[config.mk]
export PLATFORM = sky130hd
export DESIGN_NAME = multichannel_adc_scan_averager_unit
export DESIGN_NICKNAME = d
export VERILOG_FILES = /design/src/asa_pkg.sv /design/src/multichannel_adc_scan_averager_unit.sv /design/src/asa_fifo.sv /design/src/asa_div.sv /design/src/asa_front.sv /design/src/asa_back.sv
export SDC_FILE = /design/constraint.sdc
export NUM_CORES = 1
export LEC_CHECK = 0
export ABC_AREA = 1
export BUFFER_PORTS_ARGS = -buffer_cell sky130_fd_sc_hd__buf_2
export CORE_UTILIZATION = 60
export DETAILED_ROUTE_END_ITERATION = 10
export PLACE_DENSITY_LB_ADDON = 0.2
export SYNTH_ARGS = -nofsm -noshare
export SYNTH_HDL_FRONTEND = slang
export SYNTH_SLANG_ARGS = --single-unit
[constraint.sdc]
create_clock -name clk -period 13.9 [get_ports clk]
set_input_delay 2.78 -clock clk [delete_from_list [all_inputs] [get_ports clk]]
set_output_delay 2.78 -clock clk [all_outputs]
set_load 0.02 [all_outputs]
[src/asa_pkg.sv]
// Shared types and constants for the multichannel ADC scan averager.
// No dependencies; every other file in src imports this package.
package asa_pkg;

  localparam int RAW_W       = 10;
  localparam int CFG_W       = 13;
  localparam int CFG_IDX_W   = 1;
  localparam int CH_W        = 3;
  localparam int AVG_W       = 14;
  localparam int SUM_W       = 20;
  localparam int PROD_W      = RAW_W + CFG_W;
  localparam int DIV_STEPS   = 6;
  localparam int DIV_ITERS   = 4;
  localparam int QUO_W       = DIV_STEPS * DIV_ITERS;
  localparam int ITER_W      = $clog2(DIV_ITERS);
  localparam int FIFO_DEPTH  = 2;
  localparam int FIFO_PTR_W  = $clog2(FIFO_DEPTH);
  localparam int FIFO_CNT_W  = $clog2(FIFO_DEPTH + 1);

  localparam logic [CH_W-1:0]      NUM_CHANNELS = CH_W'(5);
  localparam logic [CH_W-1:0]      LAST_CHANNEL = NUM_CHANNELS - CH_W'(1);
  localparam logic [CH_W-1:0]      FIRST_CHANNEL = '0;
  localparam logic [CFG_W-1:0]     VREF_RESET = CFG_W'(5000);
  localparam logic [CFG_W-1:0]     DIVISOR_RESET = CFG_W'(1024);
  localparam logic [SUM_W-1:0]     SUM_MAX = '1;
  localparam logic [AVG_W-1:0]     AVG_MAX = '1;

  localparam logic [CFG_IDX_W-1:0] REG_VREF_MV = CFG_IDX_W'(0);
  localparam logic [CFG_IDX_W-1:0] REG_SCALE_DIVISOR = CFG_IDX_W'(1);

  typedef enum logic {
    KIND_SAMPLE,
    KIND_REPORT
  } kind_t;

  // One classified beat handed from the front to the back.
  typedef struct packed {
    kind_t             kind;
    logic [PROD_W-1:0] product;
    logic [CFG_W-1:0]  divisor;
    logic [CH_W-1:0]   channel;
    logic              last;
  } entry_t;

  typedef struct packed {
    logic push;
    logic pop;
  } fifo_ctl_t;

  typedef struct packed {
    logic full;
    logic empty;
  } fifo_stat_t;

endpackage

[src/multichannel_adc_scan_averager_unit.sv]
// Path: the switching beat is queued, popped into S_AVG, and its average is loaded
// into the result register once that register is free; each sample queued ahead
// first passes through the serial divider (4 iterations of 6 quotient bits). The back
// takes a new beat only as it finishes the last, and a 2-entry queue lets intake run
// ahead while a result waits. Reset (rst, synchronous) restores vref 5000 mV,
// divisor 1024, voltage channel, zero sum and count.
module multichannel_adc_scan_averager_unit #(
  parameter int SAMPLES_PER_CHANNEL = 16
) (
  input  logic                          clk,
  input  logic                          rst,
  input  logic                          cfg_we,
  input  logic [asa_pkg::CFG_IDX_W-1:0] cfg_index,
  input  logic [asa_pkg::CFG_W-1:0]     cfg_data,
  input  logic                          in_valid,
  output logic                          in_stall,
  input  logic [asa_pkg::RAW_W-1:0]     raw_sample,
  output logic                          out_valid,
  input  logic                          out_stall,
  output logic [asa_pkg::CH_W-1:0]      channel,
  output logic [asa_pkg::AVG_W-1:0]     average_mv,
  output logic                          frame_done
);
  import asa_pkg::*;

  fifo_ctl_t  fifo_ctl;
  fifo_stat_t fifo_stat;
  entry_t     wr_entry;
  entry_t     head;
  logic       fifo_push;
  logic       fifo_pop;

  assign fifo_ctl = {fifo_push, fifo_pop};

  asa_front #(
    .SAMPLES_PER_CHANNEL (SAMPLES_PER_CHANNEL)
  ) u_front (
    .clk        (clk),
    .rst        (rst),
    .cfg_we     (cfg_we),
    .cfg_index  (cfg_index),
    .cfg_data   (cfg_data),
    .in_valid   (in_valid),
    .in_stall   (in_stall),
    .raw_sample (raw_sample),
    .fifo_full  (fifo_stat.full),
    .push       (fifo_push),
    .entry      (wr_entry)
  );

  asa_fifo u_fifo (
    .clk     (clk),
    .rst     (rst),
    .ctl     (fifo_ctl),
    .wr_data (wr_entry),
    .rd_data (head),
    .stat    (fifo_stat)
  );

  asa_back #(
    .SAMPLES_PER_CHANNEL (SAMPLES_PER_CHANNEL)
  ) u_back (
    .clk        (clk),
    .rst        (rst),
    .fifo_empty (fifo_stat.empty),
    .head       (head),
    .pop        (fifo_pop),
    .out_valid  (out_valid),
    .out_stall  (out_stall),
    .channel    (channel),
    .average_mv (average_mv),
    .frame_done (frame_done)
  );

endmodule

[src/asa_fifo.sv]
// Two-entry flip-flop queue between the front and the back of the averager.
// Depends on asa_pkg for the entry type and depth.
module asa_fifo (
  input  logic              clk,
  input  logic              rst,
  input  asa_pkg::fifo_ctl_t ctl,
  input  asa_pkg::entry_t   wr_data,
  output asa_pkg::entry_t   rd_data,
  output asa_pkg::fifo_stat_t stat
);
  import asa_pkg::*;

  entry_t                 mem [FIFO_DEPTH];
  logic [FIFO_PTR_W-1:0]  wr_ptr;
  logic [FIFO_PTR_W-1:0]  rd_ptr;
  logic [FIFO_CNT_W-1:0]  count;

  assign stat.full  = (count == FIFO_CNT_W'(FIFO_DEPTH));
  assign stat.empty = (count == '0);
  assign rd_data    = mem[rd_ptr];

  always_ff @(posedge clk) begin
    if (ctl.push) begin
      mem[wr_ptr] <= wr_data;
    end
  end

  always_ff @(posedge clk) begin
    if (rst) begin
      wr_ptr <= '0;
      rd_ptr <= '0;
      count  <= '0;
    end else begin
      if (ctl.push) begin
        wr_ptr <= FIFO_PTR_W'((32'(wr_ptr) + 1) % FIFO_DEPTH);
      end
      if (ctl.pop) begin
        rd_ptr <= FIFO_PTR_W'((32'(rd_ptr) + 1) % FIFO_DEPTH);
      end
      unique case ({ctl.push, ctl.pop})
        2'b10:   count <= count + FIFO_CNT_W'(1);
        2'b01:   count <= count - FIFO_CNT_W'(1);
        default: count <= count;
      endcase
    end
  end

`ifndef SYNTHESIS
  a_no_overflow: assert property (@(posedge clk) disable iff (rst)
    stat.full |-> !ctl.push || ctl.pop)
    else $error("asa_fifo: push into full queue");
  a_no_underflow: assert property (@(posedge clk) disable iff (rst)
    stat.empty |-> !ctl.pop)
    else $error("asa_fifo: pop from empty queue");
  a_count_bound: assert property (@(posedge clk) disable iff (rst)
    count <= FIFO_CNT_W'(FIFO_DEPTH))
    else $error("asa_fifo: count out of range");
`endif

endmodule

[src/asa_div.sv]
// Serial restoring divider, several quotient bits per cycle.
// Depends on asa_pkg for dividend, divisor and step widths.
module asa_div (
  input  logic                      clk,
  input  logic                      rst,
  input  logic                      start,
  input  logic [asa_pkg::QUO_W-1:0] dividend,
  input  logic [asa_pkg::CFG_W-1:0] divisor,
  output logic                      busy,
  output logic                      done,
  output logic [asa_pkg::QUO_W-1:0] quotient
);
  import asa_pkg::*;

  logic [QUO_W-1:0]  work;
  logic [QUO_W-1:0]  work_next;
  logic [CFG_W-1:0]  rem;
  logic [CFG_W-1:0]  rem_next;
  logic [CFG_W-1:0]  dsr;
  logic [ITER_W-1:0] iter;

  always_comb begin
    logic [CFG_W:0]   trial;
    logic [CFG_W-1:0] r;
    logic [QUO_W-1:0] w;
    r = rem;
    w = work;
    for (int i = 0; i < DIV_STEPS; i++) begin
      trial = {r, w[QUO_W-1]};
      w     = {w[QUO_W-2:0], 1'b0};
      if (trial >= {1'b0, dsr}) begin
        trial = trial - {1'b0, dsr};
        w[0]  = 1'b1;
      end
      r = trial[CFG_W-1:0];
    end
    rem_next  = r;
    work_next = w;
  end

  assign quotient = work;

  always_ff @(posedge clk) begin
    if (rst) begin
      busy <= 1'b0;
      done <= 1'b0;
      iter <= '0;
    end else if (start) begin
      busy <= 1'b1;
      done <= 1'b0;
      iter <= '0;
    end else if (busy) begin
      iter <= iter + ITER_W'(1);
      if (iter == ITER_W'(DIV_ITERS - 1)) begin
        busy <= 1'b0;
        done <= 1'b1;
      end
    end
  end

  always_ff @(posedge clk) begin
    if (start) begin
      work <= dividend;
      rem  <= '0;
      dsr  <= divisor;
    end else if (busy) begin
      work <= work_next;
      rem  <= rem_next;
    end
  end

endmodule

[src/asa_front.sv]
// Front of the averager: config registers, beat intake, product and scan sequencing.
// Depends on asa_pkg; pushes classified entries into asa_fifo.
module asa_front #(
  parameter int SAMPLES_PER_CHANNEL = 16
) (
  input  logic                          clk,
  input  logic                          rst,
  input  logic                          cfg_we,
  input  logic [asa_pkg::CFG_IDX_W-1:0] cfg_index,
  input  logic [asa_pkg::CFG_W-1:0]     cfg_data,
  input  logic                          in_valid,
  output logic                          in_stall,
  input  logic [asa_pkg::RAW_W-1:0]     raw_sample,
  input  logic                          fifo_full,
  output logic                          push,
  output asa_pkg::entry_t               entry
);
  import asa_pkg::*;

  localparam int IDX_W = $clog2(SAMPLES_PER_CHANNEL + 1);

  logic [CFG_W-1:0] vref_mv;
  logic [CFG_W-1:0] scale_divisor;
  logic [CH_W-1:0]  channel_index;
  logic [IDX_W-1:0] sample_index;
  logic             switching;

  assign in_stall  = fifo_full;
  assign push      = in_valid && !in_stall;
  assign switching = (sample_index == IDX_W'(SAMPLES_PER_CHANNEL));

  always_comb begin
    entry.kind    = switching ? KIND_REPORT : KIND_SAMPLE;
    entry.product = PROD_W'(raw_sample) * PROD_W'(vref_mv);
    // A zero divisor acts as one.
    entry.divisor = (scale_divisor == '0) ? CFG_W'(1) : scale_divisor;
    entry.channel = channel_index;
    entry.last    = (channel_index == LAST_CHANNEL);
  end

  always_ff @(posedge clk) begin
    if (rst) begin
      vref_mv       <= VREF_RESET;
      scale_divisor <= DIVISOR_RESET;
    end else if (cfg_we) begin
      unique case (cfg_index)
        REG_VREF_MV:       vref_mv       <= cfg_data;
        REG_SCALE_DIVISOR: scale_divisor <= cfg_data;
        default:           ;
      endcase
    end
  end

  always_ff @(posedge clk) begin
    if (rst) begin
      channel_index <= FIRST_CHANNEL;
      sample_index  <= '0;
    end else if (push) begin
      if (switching) begin
        sample_index  <= '0;
        channel_index <= (channel_index == LAST_CHANNEL) ? FIRST_CHANNEL
                                                         : channel_index + CH_W'(1);
      end else begin
        sample_index <= sample_index + IDX_W'(1);
      end
    end
  end

endmodule

[src/asa_back.sv]
// Back of the averager: pops entries, scales samples through the serial divider,
// averages by reciprocal multiply, keeps the channel sum and holds the result
// register. Uses asa_pkg, asa_div.
module asa_back #(
  parameter int SAMPLES_PER_CHANNEL = 16
) (
  input  logic                     clk,
  input  logic                     rst,
  input  logic                     fifo_empty,
  input  asa_pkg::entry_t          head,
  output logic                     pop,
  output logic                     out_valid,
  input  logic                     out_stall,
  output logic [asa_pkg::CH_W-1:0] channel,
  output logic [asa_pkg::AVG_W-1:0] average_mv,
  output logic                     frame_done
);
  import asa_pkg::*;

  // sum / N as (sum * ceil(2^k / N)) >> k, exact for every 20-bit sum
  localparam int AVG_SHIFT  = SUM_W + $clog2(SAMPLES_PER_CHANNEL);
  localparam int RECIP_W    = SUM_W + 2;
  localparam int AVG_PROD_W = SUM_W + RECIP_W;
  localparam logic [RECIP_W-1:0] AVG_RECIP =
    RECIP_W'(((64'(1) << AVG_SHIFT) + 64'(SAMPLES_PER_CHANNEL - 1)) /
             64'(SAMPLES_PER_CHANNEL));

  typedef enum logic [1:0] {
    S_IDLE,
    S_DIV,
    S_AVG
  } state_t;

  state_t           state;
  kind_t            cur_kind;
  logic [CH_W-1:0]  cur_channel;
  logic             cur_last;
  logic [SUM_W-1:0] channel_sum;
  logic [SUM_W-1:0] channel_sum_next;

  logic             div_start;
  logic             div_busy;
  logic             div_done;
  logic [QUO_W-1:0] div_dividend;
  logic [CFG_W-1:0] div_divisor;
  logic [QUO_W-1:0] quotient;

  logic                  out_free;
  logic                  finishing;
  logic [SUM_W:0]        wide_sum;
  logic [AVG_PROD_W-1:0] avg_prod;
  logic [SUM_W-1:0]      avg_mean;
  logic [AVG_W-1:0]      avg;

  assign out_free  = !out_valid || !out_stall;
  assign finishing = ((state == S_DIV) && div_done) ||
                     ((state == S_AVG) && out_free);
  assign pop       = !fifo_empty && ((state == S_IDLE) || finishing);
  assign div_start = pop && (head.kind == KIND_SAMPLE);

  always_comb begin
    wide_sum = SUM_W'(0) + {1'b0, channel_sum} + (SUM_W + 1)'(quotient);
    channel_sum_next = channel_sum;
    if (finishing) begin
      if (cur_kind == KIND_SAMPLE) begin
        // Saturate at the top of the sum range.
        if (quotient > QUO_W'(SUM_MAX) || wide_sum > (SUM_W + 1)'(SUM_MAX)) begin
          channel_sum_next = SUM_MAX;
        end else begin
          channel_sum_next = wide_sum[SUM_W-1:0];
        end
      end else begin
        channel_sum_next = '0;
      end
    end
  end

  assign div_dividend = QUO_W'(head.product);
  assign div_divisor  = head.divisor;

  // The sum register already holds every sample of the channel while in S_AVG.
  assign avg_prod = AVG_PROD_W'(channel_sum) * AVG_PROD_W'(AVG_RECIP);
  assign avg_mean = SUM_W'(avg_prod >> AVG_SHIFT);
  assign avg      = (avg_mean > SUM_W'(AVG_MAX)) ? AVG_MAX : avg_mean[AVG_W-1:0];

  asa_div u_div (
    .clk      (clk),
    .rst      (rst),
    .start    (div_start),
    .dividend (div_dividend),
    .divisor  (div_divisor),
    .busy     (div_busy),
    .done     (div_done),
    .quotient (quotient)
  );

  always_ff @(posedge clk) begin
    if (rst) begin
      state       <= S_IDLE;
      channel_sum <= '0;
      out_valid   <= 1'b0;
    end else begin
      channel_sum <= channel_sum_next;
      if (out_valid && !out_stall) begin
        out_valid <= 1'b0;
      end
      if (finishing && cur_kind == KIND_REPORT) begin
        out_valid  <= 1'b1;
        channel    <= cur_channel;
        average_mv <= avg;
        frame_done <= cur_last;
      end
      if (pop) begin
        state       <= (head.kind == KIND_SAMPLE) ? S_DIV : S_AVG;
        cur_kind    <= head.kind;
        cur_channel <= head.channel;
        cur_last    <= head.last;
      end else if (finishing) begin
        state <= S_IDLE;
      end
    end
  end

`ifndef SYNTHESIS
  a_start_when_free: assert property (@(posedge clk) disable iff (rst)
    div_start |-> !div_busy)
    else $error("asa_back: divider restarted while busy");
  a_report_lands: assert property (@(posedge clk) disable iff (rst)
    finishing && cur_kind == KIND_REPORT |=>
      out_valid && channel == $past(cur_channel) && frame_done == $past(cur_last))
    else $error("asa_back: report not loaded into result register");
  a_sum_cleared: assert property (@(posedge clk) disable iff (rst)
    finishing && cur_kind == KIND_REPORT |=> channel_sum == '0 ||
      ($past(pop) && $past(head.kind) == KIND_SAMPLE))
    else $error("asa_back: channel sum not cleared after report");
  a_wait_in_div: assert property (@(posedge clk) disable iff (rst)
    state == S_IDLE |-> !div_busy)
    else $error("asa_back: divider busy while idle");
`endif

endmodule

# [Yosys cells after proc, flatten, opt, wreduce, memory -nomap -nowiden]
# Memory sizes are Yosys's and may differ from the RTL's. A register that Yosys moved wholly into a read port is not among the register bits.
# Cells that the tools add are included.
[classes] multipliers=1 n_reduce_logical=29 mux=33 add_sub_neg=14 n_bitwise=3 magnitude_cmp=9 eq_ne=8
[ops] cell="$mux 13" n=7
[ops] cell="$ge 14x13->1" n=6
[ops] cell="$sub 13x13->13" n=6
[ops] cell="$mux 23" n=2
[ops] cell="$mux 20" n=2
[ops] cell="$gt 24x20->1 const B" n=1
[ops] cell="$mul 10x13->23" n=1
[ops] cell="$add 20x21->21" n=1
[ops] cell="$gt 21x20->1 const B" n=1
[ops] cell="$gt 16x14->1 const B" n=1
[ops] cell="$mux 1" n=16
[ops] cell="$logic_not 13->1" n=1
[ops] cell="$reduce_and 2->1" n=6
[ops] cell="$eq 2x2->1 const B" n=4
[ops] cell="$reduce_bool 2->1" n=4
[ops] cell="$logic_and 1x1->1" n=7
[ops] cell="$mux 2" n=3
[ops] cell="$add 5x1->5 const B" n=1
[ops] cell="$eq 5x5->1 const B" n=1
[ops] cell="$mux 5" n=1
[ops] cell="$add 2x1->2 const B" n=2
[ops] cell="$eq 2x1->1 const B" n=2
[ops] cell="$logic_not 1->1" n=4
[ops] cell="$logic_not 2->1" n=2
[ops] cell="other kinds (9)" n=15
[totals] out_inout_bits=20 input_bits=29 register_bits=138 ram_bits=82 memories=1 word_cells=121
[memory_table] memory="u_fifo.mem" words=2 word_bits=41 read_ports=1 rd_ports_with_merged_regs=1 write_ports=1 line_no="asa_fifo.sv:13" text="entry_t mem [FIFO_DEPTH];"

# [Depth between registers and ports, before layout]
[depth] word_depth=14 ltp_mapped=88

# [Cells and area by module]
# Synthesis repeated with hierarchy kept, for this count alone.
[hier_totals] cells_unflattened=2546 area_unflattened_um2=19556.3
[modules_own_cells] mod="asa_div" seq_area_each_um2=1451.4 area_each_um2=6974.2 cells_each=1052 instances=1
[modules_own_cells] mod="asa_front" seq_area_each_um2=680.7 area_each_um2=6074.6 cells_each=874 instances=1
[modules_own_cells] mod="asa_fifo" seq_area_each_um2=2562.5 area_each_um2=3390.8 cells_each=161 instances=1
[modules_own_cells] mod="asa_back" seq_area_each_um2=1151.1 area_each_um2=3116.7 cells_each=459 instances=1

# [Least setup slack after synthesis]
# Ideal clock, no wire load.
[synth_timing] path_type="reg2reg" from="register u_back.u_div.dsr[1]" to="register u_back.u_div.rem[10]" stages_incl_launch_ff=80 setup_time_ps=114 slack_ps=2844 t_required_ps=13786 arrival_time_ps=10943 period_less_slack_ps=11056 path_buffers=8 cell_sequence="edfxtp_1 > inv_1 > fa_1 > nand2_1 > nand3_2 > nand2_1 > nand3_2 > buf_6 > buf_2 > o21ai_0 > inv_1 > ha_1 > nand2_1 > nor2_1 > nand2_1 > inv_1 > nand2_1 > nand3_1 > [... 44 more ...] > a21boi_2 > buf_2 > nand3_1 > nand2_1 > inv_1 > ha_1 > a21oi_1 > o21ai_0 > a21oi_1 > o21a_1 > o221ai_1 > a21oi_1 > inv_1 > nor2_2 > buf_4 > nand3_1 > nand3_1 > nand2_1"
[synth_between] elab_chain_len=12
[synth_lines] item="start: declaration" line_no="asa_div.sv:19" text="logic [CFG_W-1:0] dsr;"
[synth_lines] item="start signal: assignment" line_no="asa_div.sv:65" text="dsr <= divisor;"
[synth_lines] item="$sub 13x13->13 or $ge 14x13->1 (tied branches)" line_no="asa_div.sv:32, asa_div.sv:31"
[synth_lines] item="$mux 13" line_no="asa_div.sv:31" text="if (trial >= {1'b0, dsr}) begin"
[synth_lines] item="$sub 13x13->13 or $ge 14x13->1 (tied branches)" line_no="asa_div.sv:32, asa_div.sv:31"
[synth_lines] item="$mux 13" line_no="asa_div.sv:31"
[synth_lines] item="$sub 13x13->13 or $ge 14x13->1 (tied branches)" line_no="asa_div.sv:32, asa_div.sv:31"
[synth_lines] item="$mux 13" line_no="asa_div.sv:31"
[synth_lines] item="$sub 13x13->13 or $ge 14x13->1 (tied branches)" line_no="asa_div.sv:32, asa_div.sv:31"
[synth_lines] item="$mux 13" line_no="asa_div.sv:31"
[synth_lines] item="$sub 13x13->13 or $ge 14x13->1 (tied branches)" line_no="asa_div.sv:32, asa_div.sv:31"
[synth_lines] item="$mux 13" line_no="asa_div.sv:31"
[synth_lines] item="$sub 13x13->13 or $ge 14x13->1 (tied branches)" line_no="asa_div.sv:32, asa_div.sv:31"
[synth_lines] item="$mux 13 *" line_no="asa_div.sv:31"
[synth_lines] item="end signal: assignment" line_no="asa_div.sv:68" text="rem <= rem_next;"
[synth_lines] item="end: declaration" line_no="asa_div.sv:17" text="logic [CFG_W-1:0] rem;"
# Mark *: on every way between the ends. The rest lies on a longest branch, timed or not.
# A chain may end at the register's enable or synchronous reset.

# [Final worst setup path]
[layout_timing] from="register u_back.u_div.dsr[12]" to="register u_back.u_div.rem[6]"
[layout_between] elab_chain_len=12
[layout_lines] item="$sub 13x13->13 or $ge 14x13->1 (tied branches)" line_no="asa_div.sv:32, asa_div.sv:31"
[layout_lines] item="$mux 13" line_no="asa_div.sv:31"
[layout_lines] item="$ge 14x13->1 or $sub 13x13->13 (tied branches)" line_no="asa_div.sv:31, asa_div.sv:32"
[layout_lines] item="$mux 13" line_no="asa_div.sv:31"
[layout_lines] item="$sub 13x13->13 or $ge 14x13->1 (tied branches)" line_no="asa_div.sv:32, asa_div.sv:31"
[layout_lines] item="$mux 13" line_no="asa_div.sv:31"
[layout_lines] item="$sub 13x13->13 or $ge 14x13->1 (tied branches)" line_no="asa_div.sv:32, asa_div.sv:31"
[layout_lines] item="$mux 13" line_no="asa_div.sv:31"
[layout_lines] item="$sub 13x13->13 or $ge 14x13->1 (tied branches)" line_no="asa_div.sv:32, asa_div.sv:31"
[layout_lines] item="$mux 13" line_no="asa_div.sv:31"
[layout_lines] item="$sub 13x13->13 or $ge 14x13->1 (tied branches)" line_no="asa_div.sv:32, asa_div.sv:31"
[layout_lines] item="$mux 13 *" line_no="asa_div.sv:31"
# Marked as above.

==> results.tsv <==
stage	metric	value	unit
place	Port Buffers	48	
hold_path	Hold Path Sink	u_back.channel[2]	
job	MaxCap Viol Count	0	
yosys	Post-Syn Area	0.01791	sq mm
yosys	Distinct cells, synth	51	
yosys	Post-synth EDFFs	141	
cells_and_area	final net count	2530	
detailed_routing	Via density	5.460	
critical_path	crit path max fanout	25	
yosys	Seq/Total Area, Yosys	32.59	%
critical_path	CP max stage delay	0.37	ns
die	I/O pin total	49	
timing	fin crit share	90.59	%
hold_path	HP Start	u_back.cur_channel[2]	
critical_path	RR Startpoint	u_back.u_div.dsr[12]	
global_routing	total track usage	28.49	%
place	DP Worst Slack	0.5205	ns
cells_and_area	Finished Cell Area	0.01923	sq mm
timing	Final Skew	0.01675	ns
yosys	Post-Synthesis Cells	2227	
timing	Max Slew Vio Count	0	
critical_path	worst r2r dst	u_back.u_div.rem[6]	
yosys	largest area contributor in the netlist	edfxtp_1	
timing	# setup viols final	0	
timing	RSZ-0062 raised after global routing	false	
critical_path	most used cell, CP	nand2_1	
clock_network	clk sinks	221	
critical_path	CP max-delay cell	a21boi_4	
yosys	asr flop ratio synth	0	%
timing	final hold vios	0	
place	GP Congestion	0.9487	
die	die width	174.8	um
clock_network	CTS Buf Count	23	
clock_network	clock transition at the registers of the reported paths	0.06	ns
hold_path	Tightest Hold Check Type	flop to flop	
detailed_routing	DR pass1 iterations	5	
clock_network	H-tree lvl count	1	
run_status	status	finished clean	
yosys	synthesized area per cell	8.040	sq um
clock_network	CTS tree	yes	
place	placed inst area	0.01845	sq mm
yosys	top post-synthesis cells by area	edfxtp_1 (24%), nand2_1 (12%), ha_1 (11%), fa_1 (10%), dfxtp_1 (8.9%)	
detailed_routing	Remaining DRCs	0	
cells_and_area	Area Growth Syn to Fin	7.407	%
yosys	Net Count, Synth	2511	
place	DP Wirelength	33340	um
clock_network	clk buf depth	3	
clock_network	worst skew pair latency	0.53	ns
critical_path	Startpoint Class	flop	
clock_network	Post-CTS Hold Buffers	0	
detailed_routing	DRT iter0 DRCs	963	
yosys	post-synth top area share	23.65	%
timing	Worst Setup Slack, final	1.307	ns
detailed_routing	vias post-DR	14450	
critical_path	R2R setup slack	1.31	ns
detailed_routing	Routed wire per std cell	16.20	um
critical_path	CP Class	flop to flop	
critical_path	WP data arrival	13.00	ns
global_routing	total congestion overflow	0	
cells_and_area	# diodes	0	
hold_path	hold path depth	0	
yosys	Synth Register Bits	221	
detailed_routing	Routed WL	42880	um
timing	Max Clock Freq	79.41	MHz
global_routing	initial antenna violation count	0	
global_routing	vias in the first global route	14020	
detailed_routing	Routed Antenna Nets	0	
timing	Final TNS setup	0	ns
critical_path	Worst Reg2Reg Path Length in Cells	74	
timing	Rel. slew slack	19.74	%
cells_and_area	share of post-route cells with drive strength above 1	6.805	%
timing	minimum clock period	12.59	ns
die	core area	0.02901	sq mm
timing	Worst-Margin Slew	1.199	ns
die	starting density of the core	61.72	%
die	site row count	62	
critical_path	Required @ worst endpoint	14.31	ns
yosys	Post-synth top flop	edfxtp_1	
global_routing	largest net degree at the start of global routing	58	
global_routing	global-route wire length before repair	69590	um
clock_network	Clock Root Buffer	clkbuf_16	
die	die area	0.03054	sq mm
yosys	Yosys warning count	0	
critical_path	critical path endpoint category	flop	
timing	WHS	0.4334	ns
die	Die Y	174.8	um
-- cell usage in the layout (no fill, tap or decap), types with 7 or more instances in the layout --
cell type  instances
nand2_1          573
inv_1            369
ha_1             162
o21ai_0          142
edfxtp_1         141
a21oi_1          134
nor2_1           105
fa_1              93
nand3_1           92
dfxtp_1           79
xor2_1            56
buf_2             48
xnor2_1           40
buf_4             25
clkbuf_16         23
nand4_1           18
mux2_2            17
o21ai_1           15
nor3_1            10
clkbuf_1           8
mux2i_1            7
nand3_4            7
a21o_1             7
o21a_1             7
a31oi_1            7
-- what timing repair did --
action                                  4_1_cts  5_1_grt
endpoints found under the setup margin        0       14
gates resized for setup                       0       10
buffers inserted                              0        6
-- kinds of logic after synthesis --
group                    synth area share [%]
buffers and inverters                   9.650
flip-flops                              32.59
XOR/XNOR                                4.696
multiplexers                            1.460
AO/OA/AOI/OAI                           10.52
adder cells (fa/ha/maj)                 21.72
AND/OR/NAND/NOR                         19.37
-- cells in the mapped netlist (3+ instances only) --
cell / instances
a211oi_1: 4
a21boi_0: 6
a21o_1: 7
a21oi_1: 135
a31oi_1: 7
buf_2: 9
buf_6: 3
clkbuf_1: 63
dfxtp_1: 80
edfxtp_1: 141
fa_1: 93
ha_1: 162
inv_1: 369
mux2_2: 17
mux2i_1: 7
nand2_1: 573
nand2_2: 4
nand3_1: 92
nand3_2: 4
nand3_4: 5
nand4_1: 18
nor2_1: 107
nor2_2: 5
nor3_1: 10
nor4_1: 5
o2111ai_1: 4
o21a_1: 7
o21ai_0: 145
o21ai_1: 12
o21bai_1: 6
o31ai_1: 3
or2_2: 4
xnor2_1: 40
xor2_1: 56
-- worst max-delay path by stage --
stage	from	end	slack [ns]
final	u_back.u_div.dsr[12]	u_back.u_div.rem[6]	1.31
after global routing	u_back.u_div.dsr[12]	u_back.u_div.rem[6]	0.06
after CTS	u_back.u_div.dsr[1]	u_back.u_div.rem[6]	0.48
after detailed placement	u_back.u_div.dsr[1]	u_back.u_div.rem[6]	0.52
after global placement	u_back.u_div.dsr[1]	u_back.u_div.rem[4]	1.07
after floorplan	u_back.u_div.dsr[1]	u_back.u_div.rem[10]	2.84
-- routing by layer --
metal	up-vias	GRT usage [%]	wire length, um
met4	0	8.659	1231
met2	405	47.29	19760
met3	83	3.242	2374
li1	7211	-	-
met5	-	0	0
met1	6753	39.17	19510
-- per-stage QoR --
step                      util [%]  cells
final                        66.29   2647
after global routing         66.29   2647
after CTS                    66.01   2641
after detailed placement     63.59   2599
after global placement       63.59   2599
after floorplan                  -   2227
-- cell type report --
cell class                      count  area (sq um)
Timing Repair Buffer               73         427.9
Fill cell                        2544          9781
Clock buffer                       35         648.1
Sequential cell                   221          5837
Tap cell                          384         480.5
Clock inverter                      7         52.55
Multi-Input combinational cell   1556         10390
Inverter                          371          1393
-- worst max-delay path, delay by kind of cell (launching register included) --
kind | cells | cell delay (ns)
AO/OA/AOI/OAI | 22 | 4.83
AND/OR/NAND/NOR | 34 | 4.10
buffers and inverters | 12 | 1.14
adder cells (fa/ha/maj) | 6 | 2.04
flip-flops | 1 | 0.31
-- registers in the layout (all words and copies together) (netlist names), named ones only --
signal / count
u_back.average_mv: 14
u_back.channel: 3
u_back.channel_sum: 20
u_back.cur_channel: 3
u_back.cur_kind: 1
u_back.cur_last: 1
u_back.frame_done: 1
u_back.out_valid: 1
u_back.state: 2
u_back.u_div.busy: 1
u_back.u_div.done: 1
u_back.u_div.dsr: 13
u_back.u_div.iter: 2
u_back.u_div.quotient: 24
u_back.u_div.rem: 13
u_fifo.count: 2
u_fifo.mem: 82
u_fifo.rd_ptr: 1
u_fifo.wr_ptr: 1
u_front.channel_index: 3
u_front.sample_index: 5
u_front.scale_divisor: 13
u_front.vref_mv: 13
Power is left out: the tool's default activity adds up to more than one toggle a clock period on the data nets, which glitch-free logic cannot reach.
